### src/hw/rtl/qau_pkg.sv
// ----------------------------------------------------------------------------
// qau_pkg: shared types and codes for the quaternion arithmetic unit
// Command codes, the input and result beat types, and the class tags that the
// front end attaches to each command before it is queued for the back end.
// ----------------------------------------------------------------------------
`default_nettype none

package qau_pkg;

    // Command codes
    localparam logic [2:0] CMD_PRODUCT = 3'd0;
    localparam logic [2:0] CMD_ROTATE  = 3'd1;
    localparam logic [2:0] CMD_SUM     = 3'd2;
    localparam logic [2:0] CMD_DIFF    = 3'd3;
    localparam logic [2:0] CMD_SCALE   = 3'd4;
    localparam logic [2:0] CMD_CONJ    = 3'd5;
    localparam logic [2:0] CMD_DOT     = 3'd6;
    localparam logic [2:0] CMD_NORM    = 3'd7;

    // Command queue between front and back end
    localparam int QDEPTH = 4;
    localparam int QAW    = 2;

    typedef struct packed {
        logic [2:0]         command;
        logic signed [31:0] a_w;
        logic signed [31:0] a_x;
        logic signed [31:0] a_y;
        logic signed [31:0] a_z;
        logic signed [31:0] b_w;
        logic signed [31:0] b_x;
        logic signed [31:0] b_y;
        logic signed [31:0] b_z;
    } t_in_item;

    typedef struct packed {
        logic signed [31:0] r_w;
        logic signed [31:0] r_x;
        logic signed [31:0] r_y;
        logic signed [31:0] r_z;
        logic               overflow;
    } t_out_item;

    // Which datapath of the back end finishes the command
    typedef struct packed {
        logic lin;   // sum, difference, conjugate
        logic quad;  // product, scale, dot
        logic rot;   // vector rotation
        logic norm;  // Euclidean norm
    } t_cls;

    typedef struct packed {
        t_in_item item;
        t_cls     cls;
    } t_task;

endpackage

`default_nettype wire

### src/hw/rtl/qau_front.sv
// ----------------------------------------------------------------------------
// qau_front: command intake
// Registers each input beat, tags it with the datapath that will finish it,
// and hands it to the command queue.
// ----------------------------------------------------------------------------
`default_nettype none

module qau_front (
    input  logic              i_clk,
    input  logic              i_rst_n,
    input  logic              i_valid,
    output logic              o_ready,
    input  qau_pkg::t_in_item i_data,
    output logic              o_task_valid,
    input  logic              i_task_ready,
    output qau_pkg::t_task    o_task
);
    import qau_pkg::*;

    logic   r_v;
    t_task  r_task;
    t_cls   n_cls;

    // Classify the command
    always_comb begin
        n_cls = '0;
        case (i_data.command)
            CMD_SUM, CMD_DIFF, CMD_CONJ:     n_cls.lin  = 1'b1;
            CMD_PRODUCT, CMD_SCALE, CMD_DOT: n_cls.quad = 1'b1;
            CMD_ROTATE:                      n_cls.rot  = 1'b1;
            CMD_NORM:                        n_cls.norm = 1'b1;
            default:                         n_cls.lin  = 1'b1;
        endcase
    end

    assign o_ready      = !r_v || i_task_ready;
    assign o_task_valid = r_v;
    assign o_task       = r_task;

    // Hold the beat until the queue takes it
    always_ff @(posedge i_clk) begin
        if (!i_rst_n) begin
            r_v <= 1'b0;
        end else if (o_ready) begin
            r_v <= i_valid;
        end
    end

    always_ff @(posedge i_clk) begin
        if (o_ready && i_valid) begin
            r_task.item <= i_data;
            r_task.cls  <= n_cls;
        end
    end

endmodule

`default_nettype wire

### config.mk
export PLATFORM = sky130hd
export DESIGN_NAME = qau_front
export DESIGN_NICKNAME = d
export VERILOG_FILES = /design/src/hw/rtl/qau_pkg.sv /design/src/hw/rtl/qau_front.sv
export SDC_FILE = /design/constraint.sdc
export NUM_CORES = 1
export LEC_CHECK = 0
export BUFFER_PORTS_ARGS = -buffer_cell sky130_fd_sc_hd__buf_2
export CAP_MARGIN = 20
export CELL_PAD_IN_SITES_DETAIL_PLACEMENT = 1
export CELL_PAD_IN_SITES_GLOBAL_PLACEMENT = 1
export CORE_AREA = 2 2 204 206
export CTS_CLUSTER_SIZE = 25
export DETAILED_ROUTE_END_ITERATION = 6
export DIE_AREA = 0 0 206 208
export GPL_TIMING_DRIVEN = 0
export PLACE_DENSITY = 0.61
export SYNTH_ARGS = -nofsm -noshare
export SYNTH_HDL_FRONTEND = slang
export SYNTH_SLANG_ARGS = --single-unit
### constraint.sdc
create_clock -name i_clk -period 19.7 [get_ports i_clk]
set_clock_uncertainty 0.05 [all_clocks]
set_input_delay 1.97 -clock i_clk [delete_from_list [all_inputs] [get_ports i_clk]]
set_output_delay 1.97 -clock i_clk [all_outputs]
set_load 0.01 [all_outputs]
==> key figures <==
Power and ir drop
  • Pleak: 5.19 nW
  • Pwr Density: 106 nW/um2
  • Max VDD drop: 0.0652 mV

Clock tree
  • CTS resizes: 0
  • Setup Buffers After CTS: 0
  • Hold buffers post-CTS: 0
  • Clock root cell: clkbuf_16
  • Clock Latency Late Sink: 0.56 ns
  • Max clock buf depth: 3
  • CTS tree: yes
  • Total CTS buffers: 31
  • CTS sink count: 264
  • Worst-path clk slew: 0.06 ns
  • # H-tree levels: 1

Routing
  • DR iter-0 viols: 260
  • Detailed-route DRC error count: 0
  • Routed WL: 25800 um
  • Via count: 5016
  • DRT Pass-1 Iters: 4
  • DRT antenna net count: 0
  • Routed wire per std cell: 18.4 um
  • Via density: 3.59

Logic synthesis
  • Synth Instances: 275
  • Ys async rst share: 0%
  • Top cell type's share of synthesized area: 98.8%
  • Avg Inst Size Synth: 29.1 um2
  • Seq/Total Area, Yosys: 99.1%
  • Cell taking the most area after synthesis: edfxtp_1
  • Post-Syn Nets: 538
  • Synth warn: 0
  • Post-synth EDFFs: 263
  • Commonest cells post-synth: 263 x edfxtp_1, 3 x inv_1
  • Synthesized flop and latch total: 264
  • Netlist cell types: 11
  • Post-Syn Area: 7990 um2
  • Largest cells by area after synthesis: edfxtp_1 99%, dfxtp_1 0.25%, nand2b_4 0.17%
  • Synth Flop Type: edfxtp_1
  • Count leader, synth: edfxtp_1

Global routing
  • Overall routing resource usage: 11.3%
  • Gr ovfl total: 0
  • Pin count of the biggest net entering global routing: 69
  • First-pass GRT wire length: 35500 um
  • Initial antenna violation count: 14
  • Vias in the first global route: 5441

STA
  • Post-route clock period utilization: 22.2%
  • Worst slew pin tran: 0.661 ns
  • Final Hold Fails: 0
  • TNS Setup: 0 ns
  • RSZ-0062 raised after global routing: no
  • Worst hold slack: 0.470 ns
  • Slew headroom: 55.9%
  • Count of final max-slew check failures: 0
  • Worst setup margin: 15.32 ns
  • # setup viols final: 0
  • Peak Freq: 228 MHz
  • Shortest period the worst path allows: 4.38 ns

Worst setup path
  • Most frequent CP cell: buf_2
  • Delay-heaviest family, CP: buffers and inverters
  • Sum of buffers and inverters on the critical path: 2
  • CP cell instances: buf_2, nand2b_4, buf_2
  • CP max-delay cell: buf_2
  • Crit path kind: input pin to primary output
  • CP peak stage delay: 0.15 ns
  • Nature of the critical path endpoint: primary output
  • Worst EP arrival: 2.36 ns
  • CP max FO: 3
  • Crit path launch type: input pin
  • CP required: 17.68 ns

Die
  • Die height: 208 um
  • Die footprint: 42800 um2
  • Chip Width: 206 um
  • Initial Util: 19.7%
  • # rows: 74
  • I/O pins: 528
  • Std-Cell Core Area: 40600 um2

Placement
  • Post-DP Area: 11400 um2
  • GPL Wtd Cong: 0.758
  • Buffers on Ports: 527
  • Dpl hpwl: 20000 um
  • Pre-CTS setup slack: 15.32 ns

Finish
  • Fraction of layout instances using a drive strength above 1: 67.2%
  • FF+latch area: 7920 um2
  • Area growth syn-to-layout: 55.0%
  • Layout Nets: 1102
  • Multi-input logic area: 65.1 um2
  • Final Cell Area: 12400 um2
  • FILL cells: 4406

Hold path
  • Min-delay worst type: flop to flop

Job
  • MaxCap Viol Count: 0

Outcome
  • Outcome: completed
==> power breakdown <==
group          internal (mW)  switching [mW]  total (mW)
sequential             0.658         0.00900       0.667
combinational         0.0414          0.0547      0.0961
clock                  0.325           0.227       0.552
==> logic make-up after synthesis <==
group           share of synthesized area (%)
simple gates                            0.517
buf+inv                                 0.141
compound gates                          0.266
flops                                    99.1
==> through the flow <==
step	power, mW	util (%)	instances
detailed placement	0.778	28.1	1338
finish	1.32	30.5	1398
global route	1.37	30.5	1397
global placement	0.782	27.9	1334
CTS	1.34	30.5	1394
floorplan	0.714	-	275
==> state kept, by name, indices dropped and copies added, names as in the netlist <==
signal and count:
o_task 263, o_task_valid 1
==> cells in the final DEF, fill, tap and decap left out, types with 2 or more instances in the layout <==
cell type,count
clkbuf_16,31
buf_2,527
inv_1,3
clkinvlp_4,2
buf_16,3
clkinv_4,2
diode_2,4
edfxtp_1,263
clkbuf_1,4
clkinv_2,6
clkinv_1,8
bufinv_16,3
==> routing by layer <==
metal	GRT usage (%)	part of all wire, %	up-vias
met5	0	0.45	-
met4	3.94	3.1	16
met3	4.95	10	59
met2	19.8	51	256
met1	12.0	36	2425
li1	-	-	2260
==> path summary, 6_finish.rpt <==
path / to / cells after the start / slack (ns) / startpoint
worst min-delay path: o_task_valid$_SDFFE_PN0P_ / 2 / 0.47 / o_task_valid$_SDFFE_PN0P_
worst max-delay path: o_ready / 3 / 15.32 / i_task_ready
worst max register to register: o_task[119]$_DFFE_PP_ / 4 / 17.62 / o_task_valid$_SDFFE_PN0P_
worst min register to register: o_task_valid$_SDFFE_PN0P_ / 2 / 0.47 / o_task_valid$_SDFFE_PN0P_
==> area by class of cell <==
| cell class | instances | share of cell area [%] |
|---|---|---|
| diodes | 4 | 0.0808 |
| clock buffers | 35 | 6.39 |
| clock inverters | 21 | 1.48 |
| inverters | 3 | 0.0909 |
| multi-input cells | 8 | 0.525 |
| flip-flops and latches | 264 | 63.9 |
| well taps | 532 | 5.38 |
| repair buffers | 531 | 22.1 |
==> worst min-delay path, cell delays in order (launching register included) <==
cell      delay (ns)
dfxtp_1         0.33
nand2b_4        0.09
a21boi_2        0.05
Note: power is estimated with default switching activity, not from simulation.
