File: src/hw/rtl/qau_pkg.sv
// ----------------------------------------------------------------------------
// qau_pkg: shared types and codes for the quaternion arithmetic unit
// Command codes, the input and result beat types, and the class tags that the
// front end attaches to each command before it is queued for the back end.
// ----------------------------------------------------------------------------
`default_nettype none

package qau_pkg;

    // Command codes
    localparam logic [2:0] CMD_PRODUCT = 3'd0;
    localparam logic [2:0] CMD_ROTATE  = 3'd1;
    localparam logic [2:0] CMD_SUM     = 3'd2;
    localparam logic [2:0] CMD_DIFF    = 3'd3;
    localparam logic [2:0] CMD_SCALE   = 3'd4;
    localparam logic [2:0] CMD_CONJ    = 3'd5;
    localparam logic [2:0] CMD_DOT     = 3'd6;
    localparam logic [2:0] CMD_NORM    = 3'd7;

    // Command queue between front and back end
    localparam int QDEPTH = 4;
    localparam int QAW    = 2;

    typedef struct packed {
        logic [2:0]         command;
        logic signed [31:0] a_w;
        logic signed [31:0] a_x;
        logic signed [31:0] a_y;
        logic signed [31:0] a_z;
        logic signed [31:0] b_w;
        logic signed [31:0] b_x;
        logic signed [31:0] b_y;
        logic signed [31:0] b_z;
    } t_in_item;

    typedef struct packed {
        logic signed [31:0] r_w;
        logic signed [31:0] r_x;
        logic signed [31:0] r_y;
        logic signed [31:0] r_z;
        logic               overflow;
    } t_out_item;

    // Which datapath of the back end finishes the command
    typedef struct packed {
        logic lin;   // sum, difference, conjugate
        logic quad;  // product, scale, dot
        logic rot;   // vector rotation
        logic norm;  // Euclidean norm
    } t_cls;

    typedef struct packed {
        t_in_item item;
        t_cls     cls;
    } t_task;

endpackage

`default_nettype wire

File: src/hw/rtl/qau_queue.sv
// ----------------------------------------------------------------------------
// qau_queue: command queue
// Small FIFO that decouples the front end from the back-end pipeline so that
// either side can stall without stopping the other.
// ----------------------------------------------------------------------------
`default_nettype none

module qau_queue (
    input  logic           i_clk,
    input  logic           i_rst_n,
    input  logic           i_push_valid,
    output logic           o_push_ready,
    input  qau_pkg::t_task i_push_data,
    output logic           o_pop_valid,
    input  logic           i_pop_ready,
    output qau_pkg::t_task o_pop_data
);
    import qau_pkg::*;

    t_task          r_mem [QDEPTH];
    logic [QAW-1:0] r_wr;
    logic [QAW-1:0] r_rd;
    logic [QAW:0]   r_cnt;
    logic           push;
    logic           pop;

    assign o_push_ready = (r_cnt != (QAW+1)'(QDEPTH));
    assign o_pop_valid  = (r_cnt != '0);
    assign o_pop_data   = r_mem[r_rd];
    assign push         = i_push_valid && o_push_ready;
    assign pop          = o_pop_valid && i_pop_ready;

    // Advance pointers and fill count
    always_ff @(posedge i_clk) begin
        if (!i_rst_n) begin
            r_wr  <= '0;
            r_rd  <= '0;
            r_cnt <= '0;
        end else begin
            if (push) begin
                r_wr <= r_wr + 1'b1;
            end
            if (pop) begin
                r_rd <= r_rd + 1'b1;
            end
            if (push && !pop) begin
                r_cnt <= r_cnt + 1'b1;
            end else if (pop && !push) begin
                r_cnt <= r_cnt - 1'b1;
            end
        end
    end

    always_ff @(posedge i_clk) begin
        if (push) begin
            r_mem[r_wr] <= i_push_data;
        end
    end

endmodule

`default_nettype wire

File: config.mk
export PLATFORM = sky130hd
export DESIGN_NAME = qau_queue
export DESIGN_NICKNAME = d
export VERILOG_FILES = /design/src/hw/rtl/qau_pkg.sv /design/src/hw/rtl/qau_queue.sv
export SDC_FILE = /design/constraint.sdc
export NUM_CORES = 1
export LEC_CHECK = 0
export ABC_CLOCK_PERIOD_IN_PS = 12850
export BUFFER_PORTS_ARGS = -buffer_cell sky130_fd_sc_hd__buf_4
export CORE_MARGIN = 5
export CORE_UTILIZATION = 55
export DETAILED_ROUTE_END_ITERATION = 10
export GPL_TIMING_DRIVEN = 0
export PLACE_DENSITY = 0.75
export SLEW_MARGIN = 15
export SYNTH_ARGS = -nofsm -noshare
export SYNTH_HDL_FRONTEND = slang
export SYNTH_SLANG_ARGS = --single-unit
File: constraint.sdc
create_clock -name i_clk -period 12.85 [get_ports i_clk]
set_clock_uncertainty 0.05 [all_clocks]
set_input_delay 2.57 -clock i_clk [delete_from_list [all_inputs] [get_ports i_clk]]
set_output_delay 2.57 -clock i_clk [all_outputs]
set_load 0.05 [all_outputs]
==> summary.txt <==
Clocking
  – CTS tree: done
  – Root buffer cell: clkbuf_16
  – CTS buffer count: approximately 100
  – Clock Sinks: between 1k and 1.5k
  – Clk slew on worst S/H paths: 0.06 ns
  – Worst skew pair latency: roughly 0.63 ns
  – Htree depth: 3
  – Setup bufs post-CTS: 0
  – Post-cts resize count: 0
  – Clk buf depth: 3
  – Cts hold-fix bufs: 0

Die
  – Core area: between 0.06 and 0.07 mm2
  – Die Area: ~0.075 mm2
  – Starting Density: 55.6%
  – Die X: 274 um
  – I/O Pins: 532
  – Cell row count: 96
  – Die Ht: 274 um

Pwr
  – PD cells: ~230 mW/mm2
  – Leak: approximately 16 nW
  – Worst VDD drop: 180 uV

Yosys
  – Sequential area share after synthesis: 83.0%
  – Post-Syn Area per Cell: 27.0 um2
  – Main combinational cell family by area after synthesis: multiplexers
  – Yosys reg bits: 1,061
  – Post-Syn Area: 0.0383 mm2
  – Synth warn: 0
  – Adder-cell area share of the yosys netlist: 0.216%
  – Simple-gate share of the synthesized area: 0.238%
  – Mapped Cells: 1,421
  – Multiplexer share of the synthesized area: ~16%
  – Post-synthesis cell type count: 23
  – Synth Area in Compound Gates: 0.0947%
  – Synth Area in XOR/XNOR: 0.0915%
  – Syn nets: 1,694

Place
  – Final GP Congestion: about 0.78
  – Placed Cells: 2,909
  – Area after DPL: 0.0441 mm2
  – DP HPWL: 54,400 um
  – # port buffers: 530

Finish
  – Nets: roughly 2.4k
  – Ratio of cells with drive above 1 in the final layout: 46.0%
  – Area delta synth->final: 23.4%
  – Util after Layout: 68.7%
  – Finished Cell Area: 0.0473 mm2
  – Finished Layout Cells: 3,100

Setup path
  – Crit-path most repeated cell: buf_2
  – R2r setup slk: 9.62 ns
  – Depth of the most critical reg-to-reg path: 7
  – Crit path cell chain: buf_2 -> buf_2 -> buf_2 -> mux4_2 -> buf_4
  – Reg2reg start: r_cnt[0]
  – Setup crit end kind: output pin
  – CP delay by family, top: buffers and inverters
  – FF-to-FF End: r_mem[2][158]
  – Max stage delay cell, worst path: buf_2
  – Crit path DAT: between 2 and 3 ns
  – CP Buf/Inv Count: 4
  – Worst Path Required: between 10 and 15 ns
  – Worst Path Max Fanout: 10
  – CP max stage delay: 0.43 ns
  – CP Class: reg2out
  – Critical path launch point type: flop

Timing
  – Final Hold Viols: 0
  – Fin crit share: 41.7%
  – Minimum clock period: 5.36 ns
  – Slew HR: 38.4%
  – Setup TNS: 0 ns
  – Peak Freq: 186 MHz
  – Worst-Margin Slew: just over 0.9 ns
  – Final setup fails: 0
  – RSZ-0062 raised after global routing: no
  – Fin. max-slew vios: 0

Worst hold path
  – Hold Path End: r_wr[0]
  – Hold WC Path Type: reg2reg
  – Hold Path Stages: 2
  – Worst hold start: r_wr[0]

Flow run
  – Maxcap violations: 0

Global routing
  – Congestion Overflow GR: 0
  – Vias in the first global route: between 15k and 20k
  – Largest net degree at the start of global routing: 45
  – Initial antenna violation count: 17
  – Tot GR Track Use: 21.7%
  – First-pass GRT wire length: approximately 120,000 um

Route
  – Detail Route Antenna Nets: 0
  – Drt pass-1 iters: 5
  – Vias per cell: 5.69
  – Vias post-DR: 17.6k
  – DRC viols: 0
  – Routed length per instance: approximately 26 um
  – Starting DRT DRC Count: about 1.3k
  – Total wire length: approximately 82,000 um

Status
  – Outcome: finished, final reports clean
## flip-flops by register name, summed over array words and instances, names as in the netlist, named ones only
signal and flops:
r_cnt 3, r_wr 2, r_mem 1052, r_rd 2
## metrics by stage
stage	hold slack, ns	power [mW]	setup WS (ns)
4_1_cts	0.469	11.0	7.36
3_5_place_dp	0.460	8.13	7.49
3_3_place_gp	0.436	8.21	-1.77
2_1_floorplan	0.418	7.01	3.17
5_1_grt	0.512	11.2	7.32
6_report	0.469	10.8	7.49
## kinds of logic after synthesis
family,after synthesis
muxes,266
buffers and inverters,62
xor gates and xnor gates,4
DFF,1061
AOI/OAI and AO/OA,5
and+or+nand+nor,17
adders and majority gates,6
## cells in the final DEF (no fill, tap or decap)
cell and count:
clkinv_2 12, diode_2 10, buf_16 16, and2_1 4, buf_12 11, inv_6 3
or3_1 2, buf_2 31, mux2i_1 3, xnor2_1 3, inv_1 3, a21boi_1 1
buf_1 15, a21boi_0 1, clkbuf_1 30, buf_4 530, o21ai_0 1, edfxtp_1 1052
nand2_1 5, fa_1 1, bufinv_16 8, o31ai_1 1, clkinv_1 26, clkinvlp_4 2
inv_16 1, dfxtp_1 9, clkinv_4 1, clkbuf_16 103, buf_6 8, mux4_2 263
nor2b_1 1, xor2_1 1, o311ai_0 1, and2_4 4, ha_1 5, nor2_1 1
## layer usage
metal	wire (um)	part of all wire (%)	GRT usage (%)
met5	103	0.13	0
met4	2410	2.9	6.86
met3	8750	11	8.81
met2	42100	51	36.4
met1	28700	35	26.1
## where the power goes
| part | internal [mW] | total, mW | switching (mW) |
|---|---|---|---|
| clock network | 1.63 | 2.82 | 1.19 |
| registers | 4.20 | 4.27 | 0.0792 |
| logic | 1.29 | 3.74 | 2.46 |
## layout make-up
type / instances / area, um2
Timing Repair Buffer: 557 / 4640
Tap cell: 931 / 1160
Clock inverter: 53 / 468
Fill cell: 4121 / 21500
Antenna cell: 10 / 25.0
Buffer: 59 / 320
Clock buffer: 128 / 2670
Sequential cell: 1061 / 31800
Inverter: 3 / 11.3
Multi-Input combinational cell: 298 / 6210
## cells in the mapped netlist, drive strengths merged
library cell | number | area [um2]
a21boi | 2 | 15.0
and2 | 8 | 50.1
buf | 54 | 302
clkbuf | 5 | 18.8
dfxtp | 9 | 180
edfxtp | 1052 | 31600
fa | 1 | 20.0
ha | 5 | 62.6
inv | 3 | 11.3
mux2i | 3 | 30.0
mux4 | 263 | 5920
nand2 | 5 | 18.8
nor2 | 1 | 3.75
nor2b | 1 | 6.26
o21ai | 1 | 5.00
o311ai | 1 | 8.76
o31ai | 1 | 7.51
or3 | 2 | 12.5
xnor2 | 3 | 26.3
xor2 | 1 | 8.76
## worst min-delay path: cells and delay by family (launching register included)
kind	cells	cell delay (ns)
multiplexers	1	0.06
flip-flops	1	0.35
AND/OR/NAND/NOR	1	0.07
## worst max-delay path by stage
stage	start	cells past startpoint	endpoint	slack, ns
4_1_cts	flop	5	o_pop_data[211]	7.36
2_1_floorplan	i_push_valid	2	r_mem[0][0]	3.17
5_1_grt	flop	5	o_pop_data[211]	7.32
6_report	flop	5	o_pop_data[211]	7.49
3_3_place_gp	i_push_valid	3	r_mem[0][118]	-1.77
3_5_place_dp	i_push_valid	7	r_mem[2][129]	7.49
Note: power is estimated with default switching activity, not from simulation.
